## src/rtl/core/fcts_pkg.sv

```systemverilog
// Package for the front-coded name table search: payload types, codes,
// controller/datapath interface structs and default sizes. No dependencies.
`timescale 1ns / 1ps

package fcts_pkg;

	// Default table geometry
	localparam int TABLE_ENTRIES_DEF = 64;
	localparam int NAME_LENGTH_DEF   = 32;

	// Item kind codes
	localparam logic [1:0] KIND_NAME  = 2'd0;
	localparam logic [1:0] KIND_ATTR  = 2'd1;
	localparam logic [1:0] KIND_QUERY = 2'd2;

	// Versions flagged in the result
	localparam logic [3:0] VERSION4 = 4'd4;
	localparam logic [3:0] VERSION5 = 4'd5;

	// Query terminator character
	localparam logic [7:0] CHAR_END = 8'd0;

	typedef struct packed {
		logic [1:0] kind;
		logic [5:0] entry;
		logic [4:0] position;
		logic [7:0] char_value;
		logic [4:0] shared_prefix;
		logic [3:0] entry_version;
	} req_t;

	typedef struct packed {
		logic       found;
		logic [5:0] match_index;
		logic       is_version4;
		logic       is_version5;
	} rsp_t;

	// Controller to datapath
	typedef struct packed {
		logic load_name;  // write name character
		logic load_attr;  // write prefix and version
		logic start;      // latch query character
		logic rd_cur;     // read at current entry and position
		logic rd_next;    // read at next entry, position zero
		logic adv_pos;    // advance matched length
		logic step_entry; // move to next entry
		logic set_fail;   // mark query failed
		logic push;       // load result register and clear query state
		logic found;      // result is a hit
	} cmd_t;

	// Datapath to controller
	typedef struct packed {
		logic lt;          // query char below table char
		logic eq;          // query char equals table char
		logic ch_zero;     // latched query char is the terminator
		logic over_prefix; // matched length beyond shared prefix
		logic last_entry;  // no entry after the current one
		logic name_empty;  // read character is zero
		logic failed;      // query already failed
	} sts_t;

endpackage

```

## src/rtl/core/fcts_ctrl.sv

```systemverilog
// Controller of the name search: sequences compares and entry skips per
// query character and owns both handshakes. Depends on fcts_pkg.
`timescale 1ns / 1ps

module fcts_ctrl (
	input  logic           clk,
	input  logic           arst_n,
	input  logic           req_valid,
	output logic           req_ready,
	input  fcts_pkg::req_t req,
	output logic           rsp_valid,
	input  logic           rsp_ready,
	input  fcts_pkg::sts_t sts,
	output fcts_pkg::cmd_t cmd
);
	import fcts_pkg::*;

	typedef enum logic [3:0] {
		ST_IDLE  = 4'b0001,
		ST_COMP  = 4'b0010,
		ST_CHECK = 4'b0100,
		ST_PUSH  = 4'b1000
	} state_t;

	state_t state_q, state_d;
	logic   found_q, found_d;
	logic   rsp_valid_q;
	logic   space;
	logic   fin_hit;
	logic   fin_fail;
	logic   term;

	assign space     = !rsp_valid_q || rsp_ready;
	assign req_ready = state_q == ST_IDLE;
	assign rsp_valid = rsp_valid_q;

	// Next state and commands
	always_comb begin
		cmd      = '0;
		state_d  = state_q;
		found_d  = found_q;
		fin_hit  = 1'b0;
		fin_fail = 1'b0;
		term     = sts.ch_zero;
		unique case (state_q)
			ST_IDLE: begin
				term = req.char_value == CHAR_END;
				if (req_valid) begin
					priority if (req.kind == KIND_NAME) begin
						cmd.load_name = 1'b1;
					end else if (req.kind == KIND_ATTR) begin
						cmd.load_attr = 1'b1;
					end else if (req.kind == KIND_QUERY) begin
						if (sts.failed) begin
							fin_fail = 1'b1;
						end else begin
							cmd.start  = 1'b1;
							cmd.rd_cur = 1'b1;
							state_d    = ST_COMP;
						end
					end else begin
						state_d = ST_IDLE;
					end
				end
			end
			ST_COMP: begin
				priority if (sts.lt) begin
					fin_fail = 1'b1;
				end else if (sts.eq) begin
					if (sts.ch_zero) begin
						fin_hit = 1'b1;
					end else begin
						cmd.adv_pos = 1'b1;
						state_d     = ST_IDLE;
					end
				end else if (sts.over_prefix || sts.last_entry) begin
					fin_fail = 1'b1;
				end else begin
					cmd.step_entry = 1'b1;
					cmd.rd_next    = 1'b1;
					state_d        = ST_CHECK;
				end
			end
			ST_CHECK: begin
				if (sts.name_empty) begin
					fin_fail = 1'b1;
				end else begin
					cmd.rd_cur = 1'b1;
					state_d    = ST_COMP;
				end
			end
			ST_PUSH: begin
				if (space) begin
					cmd.push  = 1'b1;
					cmd.found = found_q;
					state_d   = ST_IDLE;
				end
			end
			default: begin
				state_d = ST_IDLE;
			end
		endcase

		// Finish the character: report on the terminator, else mark failure
		if (fin_hit || (fin_fail && term)) begin
			if (space) begin
				cmd.push  = 1'b1;
				cmd.found = fin_hit;
				state_d   = ST_IDLE;
			end else begin
				found_d = fin_hit;
				state_d = ST_PUSH;
			end
		end else if (fin_fail) begin
			cmd.set_fail = 1'b1;
			state_d      = ST_IDLE;
		end
	end

	// State and output valid
	always_ff @(posedge clk or negedge arst_n) begin
		if (!arst_n) begin
			state_q     <= ST_IDLE;
			found_q     <= 1'b0;
			rsp_valid_q <= 1'b0;
		end else begin
			state_q <= state_d;
			found_q <= found_d;
			if (cmd.push) begin
				rsp_valid_q <= 1'b1;
			end else if (rsp_ready) begin
				rsp_valid_q <= 1'b0;
			end
		end
	end

endmodule

```

## config.mk

```make
export PLATFORM = sky130hd
export DESIGN_NAME = fcts_ctrl
export DESIGN_NICKNAME = d
export VERILOG_FILES = /design/src/rtl/core/fcts_pkg.sv /design/src/rtl/core/fcts_ctrl.sv
export SDC_FILE = /design/constraint.sdc
export NUM_CORES = 1
export LEC_CHECK = 0
export BUFFER_PORTS_ARGS = -buffer_cell sky130_fd_sc_hd__buf_2
export CORE_MARGIN = 8
export CORE_UTILIZATION = 39
export CTS_BUF_LIST = sky130_fd_sc_hd__clkbuf_4 sky130_fd_sc_hd__clkbuf_8 sky130_fd_sc_hd__clkbuf_16
export CTS_CLUSTER_SIZE = 28
export DETAILED_ROUTE_END_ITERATION = 8
export PLACE_DENSITY = 0.84
export SETUP_SLACK_MARGIN = 0.15
export SYNTH_ARGS = -nofsm -noshare
export SYNTH_HDL_FRONTEND = slang
export SYNTH_SLANG_ARGS = --single-unit
```

## constraint.sdc

```tcl
create_clock -name clk -period 5.6 [get_ports clk]
set_input_delay 0 -clock clk [delete_from_list [all_inputs] [get_ports clk]]
set_output_delay 0 -clock clk [all_outputs]
set_load 0.02 [all_outputs]
```

==> run metrics, run 1 <==
total track usage 12.49%; post-synthesis net count 108; critical path peak fanout 9; DRT iter0 DRCs 19; switch share 36.85%; cell leakage power 0.4186 nW; CP Data Arrival Time 2.33 ns; RSZ-0062 raised after global routing no; worst path cell trace or4b_1 -> or3_4 -> nand3_2 -> a21oi_1 -> nor2_1 -> buf_2; Yosys reg bits 6; Synth Cell Area 578.1 µm²; CP Launch Type flip-flop; mean routed wirelength per cell 14.45 µm; Initial Utilization 39.76%; Die Y-Extent 54.50 µm; worst r2r src state_q[2]; Slowest Stage Delay on Critical Path 0.67 ns; syn avg cell area 8.628 µm²; area delta synth->final 35.07%; post-route setup TNS 0 ns; H-tree depth 1; via/cell ratio 5.615; overall routed net length 1.691 mm; Worst Clk Skew 0.005910 ns; root buffer cell clkbuf_4; Syn Inst Count 67; period utilisation layout 41.54%; critical path's slowest cell or4b_1; max-cap violation count 0; total number of vias 657; Post-synth EDFFs 0; R2R cell count 5; ys flop type dfrtp_1; Seq/Total Area, Yosys 26.19%; largest net degree at the start of global routing 10; PortBufs 32; core area 1454 µm²; CTS tree yes; number of global-route vias before repair 693; Setup CP Type flip-flop to output port; io pins 53; Overflow after GRT 0; Slew Limit Fails 0; HP Class input port to async pin; post-DP HPWL 1.363 mm; asr flop ratio synth 100.0%; worst path required time 5.60 ns; Synth area leader dfrtp_1; status finished clean; Pint 0.1206 mW; die area 2970 µm²; row count 14; Routed Antenna Nets 0; Pre-Repair DR Iteration Count 6; Max Clock Freq 429.9 MHz; sequential power share 32.3%; post-cts resize count 0; DIE WIDTH 54.50 µm; Slew Limit Headroom 61.25%; unique cell type count in the Yosys netlist 36; Power Density 244.6 nW/µm²; clock latency on the worst-skew pair 0.25 ns; first-pass GRT wire length 2.849 mm; CTS buffer count 3; FF-to-FF setup slack 3.51 ns; Comb power frac 42.5%; final setup vio count 0; clk buf depth 2; crit end category output port; Synth area leaders dfrtp_1 22%, dfstp_2 4.5%, nand2_1 4.5%; RePlAce Congestion 0.8869; share of layout cells above drive strength 1 43.56%; RR Endpoint found_q; slew of the pin with the lowest slew margin 0.5752 ns; final core occ 53.70%; crit path time final 2.326 ns; top cell type's share of synthesized area 21.65%; nets@finish 143; Hold Fails Final Rpt 0; total number of yosys warnings 0; Reg clk slew, reported paths 0.05 ns; Sw Pwr 0.07037 mW; Clock power frac 25.2%; ANT cells 0; initial antenna violation count 0; Worst VDD drop 0.09046 mV; drc violations 0; CTS Sinks 6
==> sequential cells by signal (all words and copies together), names as in the netlist <==
signal,flops
found_q,1
rsp_valid,1
state_q,4
==> power by group through the flow <==
stage                     registers, mW  clock network [mW]  logic, mW
after floorplan                  0.0585                   0     0.0561
after global placement           0.0603                   0     0.0779
after detailed placement         0.0616                   0     0.0803
after CTS                        0.0610              0.0498     0.0813
after global routing             0.0631              0.0517     0.0886
final                            0.0617              0.0482     0.0811
==> cells in the mapped netlist, types with 2 or more instances <==
cell and count:
and3_1 3, nor4b_1 3, nor3_1 3, a21o_1 2
dfrtp_1 5, nor3b_1 2, nand3_2 2, a21oi_1 4
nor2_1 3, nor4_1 3, nand3_1 2, nand3b_1 2
nand2_1 7, nor2b_1 2, o21ai_0 3
==> worst max path at each step <==
stage / start / to / slack [ns] / cells past startpoint
finish: state_q[2] / cmd[1] / 3.27 / 6
detailed placement: state_q[2] / found_q / 3.53 / 5
global route: state_q[2] / cmd[1] / 3.12 / 6
global placement: state_q[2] / found_q / 3.55 / 5
CTS: state_q[2] / cmd[1] / 3.28 / 6
floorplan: state_q[0] / cmd[6] / 3.28 / 4
==> per-stage QoR <==
| step | instances | setup WS (ns) | total power [mW] | cell area, µm² | hold slack, ns |
|---|---|---|---|---|---|
| 6_report | 117 | 3.274 | 0.1910 | 780.7 | 0.1062 |
| 5_1_grt | 117 | 3.117 | 0.2034 | 780.7 | 0.1133 |
| 4_1_cts | 117 | 3.276 | 0.1921 | 780.7 | 0.09354 |
| 3_5_place_dp | 111 | 3.526 | 0.1419 | 730.7 | -0.1774 |
| 3_3_place_gp | 111 | 3.551 | 0.1382 | 730.7 | -0.1764 |
| 2_1_floorplan | 67 | 3.282 | 0.1146 | 578.1 | -0.2956 |
==> kinds of logic after synthesis <==
group                  Yosys count  synth area share (%)
buffers and inverters            5                 5.410
AOI/OAI and AO/OA               18                 22.95
and+or+nand+nor                 38                 45.45
DFF                              6                 26.19
==> final cells by class <==
| cell class | instances | area, µm² |
|---|---|---|
| inverters | 1 | 3.754 |
| repair buffers | 34 | 180.2 |
| flip-flops and latches | 6 | 151.4 |
| multi-input cells | 56 | 395.4 |
| well taps | 16 | 20.02 |
| fillers | 147 | 673.1 |
| clock buffers | 4 | 30.03 |
==> placed cells by master (no fill, tap or decap), drive strengths merged, types with 2 or more instances in the layout <==
cell / n
nor4b: 4
clkbuf: 4
nand2: 7
a21o: 2
nor3: 3
dlygate4sd3: 2
nand3b: 2
nor3b: 2
o21ai: 3
nor4: 3
nor2b: 2
nor2: 3
dfrtp: 5
buf: 32
and3: 3
nand3: 4
a21oi: 4
==> metal layers <==
layer | routed length, µm | up-vias | track usage (%)
li1 | - | 329 | -
met1 | 702 | 299 | 15.71
met2 | 849 | 27 | 19.47
met3 | 133 | 2 | 2.717
met4 | 6 | 0 | 6.557
met5 | 0 | - | 0
==> what timing repair did <==
| item | CTS | global route |
|---|---|---|
| setup buffers | 0 | 0 |
| hold buffers | 2 | 0 |
| hold endpoints to repair | 7 | 0 |
| setup endpoints to repair | 0 | 0 |
==> critical path, delay by kind of cell (launching register included) <==
family | cells | cell delay [ns]
AOI/OAI and AO/OA | 1 | 0.10
DFF | 1 | 0.47
buffers and inverters | 1 | 0.16
and+or+nand+nor | 4 | 1.35
Note: power is estimated with default switching activity, not from simulation.
==> inputs of run 2 (changes only) <==
--- a/config.mk
+++ b/config.mk
@@ -5,13 +5,15 @@
 export SDC_FILE = /design/constraint.sdc
 export NUM_CORES = 1
 export LEC_CHECK = 0
+export ABC_AREA = 1
 export BUFFER_PORTS_ARGS = -buffer_cell sky130_fd_sc_hd__buf_2
+export CORE_ASPECT_RATIO = 1.25
 export CORE_MARGIN = 8
-export CORE_UTILIZATION = 39
+export CORE_UTILIZATION = 32
 export CTS_BUF_LIST = sky130_fd_sc_hd__clkbuf_4 sky130_fd_sc_hd__clkbuf_8 sky130_fd_sc_hd__clkbuf_16
 export CTS_CLUSTER_SIZE = 28
 export DETAILED_ROUTE_END_ITERATION = 8
-export PLACE_DENSITY = 0.84
+export PLACE_DENSITY = 0.74
 export SETUP_SLACK_MARGIN = 0.15
 export SYNTH_ARGS = -nofsm -noshare
 export SYNTH_HDL_FRONTEND = slang
==> constraint.sdc (replaced) <==
create_clock -name clk -period 2 [get_ports clk]
set_input_delay 0 -clock clk [delete_from_list [all_inputs] [get_ports clk]]
set_output_delay 0 -clock clk [all_outputs]
set_load 0.02 [all_outputs]
==> run 2 against run 1 <==
Against the previous run:
- register-to-register slack got worse by 3.0 ns
- worst hold slack got worse by 0.044 ns
- sequential cell count is the same
- via count increased by 7.6%
- cell count rose by 27%
- utilization is 8.1 points lower
- first-iteration DRC count down 21%
- die area is 14% higher
- global-route usage decreased by 3.0 points
- synthesized cell count grew 40%
- routed wire length shrank 3.3%
- clock skew is 0.0012 ns higher
- critical path type unchanged
==> run metrics, run 2 <==
first-pass GRT wire length 2.684 mm (was 2.849 mm); syn avg cell area 6.056 µm² (was 8.628 µm²); Slew Limit Fails 0 (unchanged); CTS Sinks 6 (unchanged); most common cell in the synthesized netlist nand2_1 (unchanged); post-synthesis net count 135 (was 108); DIE WIDTH 53.73 µm (was 54.50 µm); crit path time final 1.751 ns; worst path required time 2.00 ns (was 5.60 ns); via/cell ratio 4.745 (was 5.615); Synth Cell Area 569.3 µm² (was 578.1 µm²); H-tree depth 1 (unchanged); Sw Pwr 0.2765 mW (was 0.07037 mW); Pre-Repair DR Iteration Count 4 (was 6); Pint 0.3633 mW (was 0.1206 mW); mean routed wirelength per cell 10.98 µm (was 14.45 µm); total number of vias 707 (was 657); Routed Antenna Nets 0 (unchanged); Post-Place Setup Slack 0.4682 ns (was 3.526 ns); Slowest Stage Delay on Critical Path 0.55 ns (was 0.67 ns); total number of yosys warnings 0 (unchanged); number of global-route vias before repair 678 (was 693); CP startpoint state_q[0] (was state_q[2]); Power Density 814.2 nW/µm² (was 244.6 nW/µm²); drc violations 0 (unchanged); RR Endpoint found_q (unchanged); Worst Clk Skew 0.007114 ns (was 0.005910 ns); CP Launch Type flip-flop (unchanged); root buffer cell clkbuf_4 (unchanged); area delta synth->final 38.02% (was 35.07%); clk buf depth 2 (unchanged); final setup vio count 0 (unchanged); slew of the pin with the lowest slew margin 0.3469 ns (was 0.5752 ns); most frequent cells in the layout 32 x buf_2, 25 x nand2_1, 15 x nor2_1 (was 32 x buf_2, 7 x nand2_1, 5 x dfrtp_1); PortBufs 32 (unchanged); RSZ-0062 raised after global routing no (unchanged); critical path peak fanout 8 (was 9); Slew Limit Headroom 76.79% (was 61.25%); period utilisation layout 87.54%; max-cap violation count 0 (unchanged); Syn Inst Count 94 (was 67); CP most frequent cell nand2_1; asr flop ratio synth 100.0% (unchanged); worst path cell trace nand2_2 -> nor2_4 -> inv_2 -> nand2_1 -> nand2_1 -> a21boi_1 -> nor2_1 -> buf_2 (was or4b_1 -> or3_4 -> nand3_2 -> a21oi_1 -> nor2_1 -> buf_2); io pins 53 (unchanged); Clock power frac 20.7% (was 25.2%); share of layout cells above drive strength 1 36.92% (was 43.56%); Synth area leaders dfrtp_1 22%, nand2_1 16%, nor2_1 9.9% (was dfrtp_1 22%, dfstp_2 4.5%, nand2_1 4.5%); Die Y-Extent 63.16 µm (was 54.50 µm); Synth area leader dfrtp_1 (unchanged); ys flop type dfrtp_1 (unchanged); HP Class input port to flip-flop (was input port to async pin); Hold Fails Final Rpt 0 (unchanged); row count 17 (was 14); CTS buffer count 3 (unchanged); crit end category output port (unchanged); Reg clk slew, reported paths 0.05 ns (about the same); max reg flops 4 (unchanged); sequential power share 26.1% (was 32.3%); post-route setup TNS 0 ns (unchanged); total track usage 9.524% (was 12.49%); core area 1723 µm² (was 1454 µm²); worst r2r src state_q[0] (was state_q[2]); clock latency on the worst-skew pair 0.24 ns (was 0.25 ns); CP Data Arrival Time 1.75 ns (was 2.33 ns); Comb power frac 53.2% (was 42.5%); R2R cell count 7 (was 5); DRT iter0 DRCs 15 (was 19); crit path to cmd[1] (unchanged); Biggest register state_q (unchanged); Post-synth EDFFs 0 (unchanged); nets@finish 172 (was 143); Worst VDD drop 0.5091 mV (was 0.09046 mV); FF-to-FF setup slack 0.49 ns (was 3.51 ns); commonest non-fill, non-tap cell in the layout buf_2 (unchanged); ANT cells 0 (unchanged); top cell type's share of synthesized area 21.98% (was 21.65%); Commonest cells post-synth 25 x nand2_1, 15 x nor2_1, 13 x inv_1 (was 7 x nand2_1, 5 x dfrtp_1, 4 x a21oi_1); largest net degree at the start of global routing 9 (was 10); Overflow after GRT 0 (unchanged); post-DP HPWL 1.437 mm (was 1.363 mm); Placed Instances 144 (was 111); worst setup margin 0.2492 ns (was 3.274 ns); die area 3393 µm² (was 2970 µm²); unique cell type count in the Yosys netlist 21 (was 36); critical path's slowest cell dfstp_2 (was or4b_1); Setup CP Type flip-flop to output port (unchanged); Layout Cells excl Fill 149 (was 117); RePlAce Congestion 0.8476 (was 0.8869); Yosys reg bits 6 (unchanged); status finished clean (unchanged); CTS tree yes (unchanged); overall routed net length 1.636 mm (was 1.691 mm); Seq/Total Area, Yosys 26.59% (was 26.19%); Initial Utilization 33.04% (was 39.76%); Max Clock Freq 571.2 MHz; switch share 43.22% (was 36.85%); cell leakage power 0.4806 nW (was 0.4186 nW); initial antenna violation count 0 (unchanged)
[run 2: cell count changes in the layout (fill, tap and decap cells not counted), moves of 3 or more]
cell	change
nand2_1	+18
inv_1	+12
nor2_1	+12
nand3_1	+5
and3_1	-3
inv_2	+3
nand4_1	+3
nor4b_1	-3
[run 2: worst min-delay path by stage]
stage,end,depth (start not counted),slack [ns],from
floorplan,found_q,0,-0.30,arst_n
global placement,state_q[3],1,-0.17,arst_n
detailed placement,rsp_valid,1,-0.17,arst_n
CTS,state_q[2],4,0.06,sts[5]
global route,state_q[2],4,0.08,sts[5]
finish,state_q[2],4,0.06,sts[5]
[run 2: per-stage QoR]
step	utilization (%)	hold WS, ns	instance area (µm²)	power, mW
after floorplan	-	-0.2956	569.3	0.4196
after global placement	43.28	-0.1721	745.7	0.5009
after detailed placement	43.28	-0.1705	745.7	0.5104
after CTS	45.61	0.05854	785.8	0.6492
after global routing	45.61	0.08222	785.8	0.6866
final	45.61	0.06243	785.8	0.6398
[run 2: cell type report]
cell class	count	area [µm²]
well taps	19	23.77
flip-flops and latches	6	151.4
fillers	185	937.1
clock buffers	4	30.03
multi-input cells	71	350.3
inverters	16	60.06
repair buffers	33	170.2
[run 2: kinds of logic (layout without fill, tap and decap cells)]
family / count (synthesis) / count (layout) / share of synthesized area, %
buffers and inverters: 17 / 53 / 11.87
DFF: 6 / 6 / 26.59
and+or+nand+nor: 64 / 64 / 54.73
AOI/OAI and AO/OA: 7 / 7 / 6.814
[run 2: what timing repair did]
item	4_1_cts	5_1_grt
gates resized for setup	0	1
setup endpoints to repair	0	1
buffers inserted	0	0
hold buffers	1	0
endpoints found under the hold margin	6	0
[run 2: routing by layer]
layer / vias to the layer above / wire length (µm) / GRT usage [%]
met1: 307 / 650 / 10.78
met5: - / 0 / 0
li1: 371 / - / -
met4: 0 / 0 / 0.9494
met2: 29 / 853 / 16.72
met3: 0 / 132 / 3.286
[run 2: worst max-delay path: cells and delay by family, from the launching register on]
kind | cells | cell delay (ns)
buffers and inverters | 2 | 0.23
flip-flops | 1 | 0.55
AO/OA/AOI/OAI | 1 | 0.21
AND/OR/NAND/NOR | 5 | 0.52
[run 2: power by group through the flow]
stage / Sequential, mW / Clock [mW] / Combinational (mW)
2_1_floorplan: 0.168 / 0 / 0.252
3_3_place_gp: 0.167 / 0 / 0.334
3_5_place_dp: 0.170 / 0 / 0.341
4_1_cts: 0.168 / 0.139 / 0.342
5_1_grt: 0.169 / 0.146 / 0.371
6_report: 0.167 / 0.132 / 0.341
==> inputs of run 3 (changes only) <==
==> constraint.sdc (replaced) <==
create_clock -name clk -period 2 [get_ports clk]
set_input_delay 0 -clock clk [delete_from_list [all_inputs] [get_ports clk]]
set_output_delay 0 -clock clk [all_outputs]
set_load 0.1 [all_outputs]
==> run 3 against run 2 <==
Against the previous run:
- cell count is 1.3% higher
- critical path depth is 1 higher
- routed wire length is 12% higher
- sequential share of layout area is 3.6 points lower
- worst hold slack better by 0.047 ns
- die area stayed put
- global-route usage is 1.1 points higher
- utilization is 11 points higher
- critical endpoint is now cmd[6]
- largest power group unchanged
- highest routed layer unchanged
==> run metrics, run 3 (synthesized netlist as in run 2, its figures left out) <==
Worst VDD drop 0.4258 mV (was 0.5091 mV); Initial Utilization 33.04% (unchanged); total power 0.9141 mW (was 0.6398 mW); Post-Place Setup Slack 0.2888 ns (was 0.4682 ns); clk buf depth 2 (unchanged); initial antenna violation count 0 (unchanged); number of global-route vias before repair 714 (was 678); crit path time final 1.791 ns (was 1.751 ns); Die Y-Extent 63.16 µm (unchanged); Setup CP Type flip-flop to output port (unchanged); commonest non-fill, non-tap cell in the layout buf_2 (unchanged); CTS buffer count 3 (unchanged); worst setup margin 0.2088 ns (was 0.2492 ns); largest net degree at the start of global routing 9 (unchanged); worst path required time 2.00 ns (about the same); Slew Limit Headroom 67.43% (was 76.79%); status finished clean (unchanged); RePlAce Congestion 0.8496 (was 0.8476); H-tree depth 1 (unchanged); Biggest register state_q (unchanged); Routed Antenna Nets 0 (unchanged); max-cap violation count 0 (unchanged); max reg flops 4 (unchanged); final hold slack 0.1089 ns (was 0.06243 ns); drc violations 0 (unchanged); total number of vias 729 (was 707); row count 17 (unchanged); period utilisation layout 89.56% (was 87.54%); DIE WIDTH 53.73 µm (unchanged); Worst Clk Skew 0.004692 ns (was 0.007114 ns); final core occ 56.50% (was 45.61%); ANT cells 0 (unchanged); slew of the pin with the lowest slew margin 0.4920 ns (was 0.3469 ns); via/cell ratio 4.828 (was 4.745); area delta synth->final 70.99% (was 38.02%); Overflow after GRT 0 (unchanged); CTS Sinks 6 (unchanged); post-route setup TNS 0 ns (unchanged); DRT iter0 DRCs 19 (was 15); Pre-Repair DR Iteration Count 4 (unchanged); Hold Fails Final Rpt 0 (unchanged); core area 1723 µm² (unchanged); share of layout cells above drive strength 1 47.73% (was 36.92%); CTS tree yes (unchanged); first-pass GRT wire length 2.960 mm (was 2.684 mm); overall routed net length 1.831 mm (was 1.636 mm); PortBufs 32 (unchanged); final setup vio count 0 (unchanged); crit end category output port (unchanged); mean routed wirelength per cell 12.13 µm (was 10.98 µm); io pins 53 (unchanged); RSZ-0062 raised after global routing yes (was no); nets@finish 174 (was 172); Power Density 939.1 nW/µm² (was 814.2 nW/µm²); total track usage 10.61% (was 9.524%); critical path peak fanout 4 (was 8); most frequent cells in the layout 25 x buf_2, 23 x nand2_1, 14 x nor2_1 (was 32 x buf_2, 25 x nand2_1, 15 x nor2_1); root buffer cell clkbuf_4 (unchanged); CP Launch Type flip-flop (unchanged); Slew Limit Fails 0 (unchanged); CP Data Arrival Time 1.79 ns (was 1.75 ns); Reg clk slew, reported paths 0.05 ns (about the same); Max Clock Freq 558.3 MHz (was 571.2 MHz); cell leakage power 0.5116 nW (was 0.4806 nW); clock latency on the worst-skew pair 0.24 ns (about the same); post-DP HPWL 1.517 mm (was 1.437 mm); die area 3393 µm² (unchanged); HP Class input port to async pin (was input port to flip-flop); R2R cell count 9 (was 7)
run 3: changes by cell type in the layout (fill, tap and decap cells not counted), moves of 2 or more:
cell,change
buf_12,+3
buf_2,-7
buf_4,+2
clkbuf_4,+2
nand2_1,-2
nand2_2,+2
nor3_1,-4
nor3_4,+4
run 3: worst paths after layout:
check	startpoint	to	slack, ns
worst max register to register	state_q[0]	state_q[0]	0.38
worst min-delay path	arst_n	found_q	0.11
max in group asynchronous	arst_n	state_q[0]	1.66
min in group clk	sts[5]	state_q[2]	0.12
worst min register to register	state_q[0]	state_q[0]	0.52
worst max-delay path	state_q[0]	cmd[6]	0.21
run 3: critical path, stage by stage, from the launching register on:
cell,delay (ns)
dfstp_2,0.56
nor2_1,0.07
nand2_1,0.08
inv_1,0.08
nand2_1,0.07
nand2_1,0.05
nor2_1,0.16
nand3_2,0.14
a21oi_4,0.15
buf_12,0.19
run 3: report_power, final:
| group | switching (mW) | internal [mW] | total (mW) |
|---|---|---|---|
| logic | 0.435 | 0.175 | 0.610 |
| registers | 0.0181 | 0.150 | 0.168 |
| clock network | 0.0468 | 0.0893 | 0.136 |
| total | 0.500 | 0.414 | 0.914 |
run 3: final cells by class:
class                           instances  area, µm²
Fill cell                             163      749.5
Sequential cell                         6      152.6
Tap cell                               19      23.77
Timing Repair Buffer                   35      251.5
Inverter                               16      63.81
Clock buffer                            4      30.03
Multi-Input combinational cell         71      451.7
run 3: metal layers:
metal  up-vias  GRT usage, %  part of all wire [%]
met2        24         19.19                    53
met4         0         2.848                     0
met3         0         2.347                   8.1
met5         -             0                     0
li1        374             -                     -
met1       331         11.49                    39
run 3: through the flow:
| stage | instance area, µm² | instances |
|---|---|---|
| final | 973.4 | 151 |
| after detailed placement | 898.4 | 145 |
| after floorplan | 669.4 | 94 |
| after global placement | 898.4 | 145 |
| after global routing | 973.4 | 151 |
| after CTS | 943.4 | 150 |
run 3: what timing repair did:
item,4_1_cts,5_1_grt
endpoints found under the setup margin,3,7
gates cloned,0,0
pin swaps,0,1
setup buffers,0,1
resized for setup,3,7
endpoints found under the hold margin,6,0
hold buffers,1,0
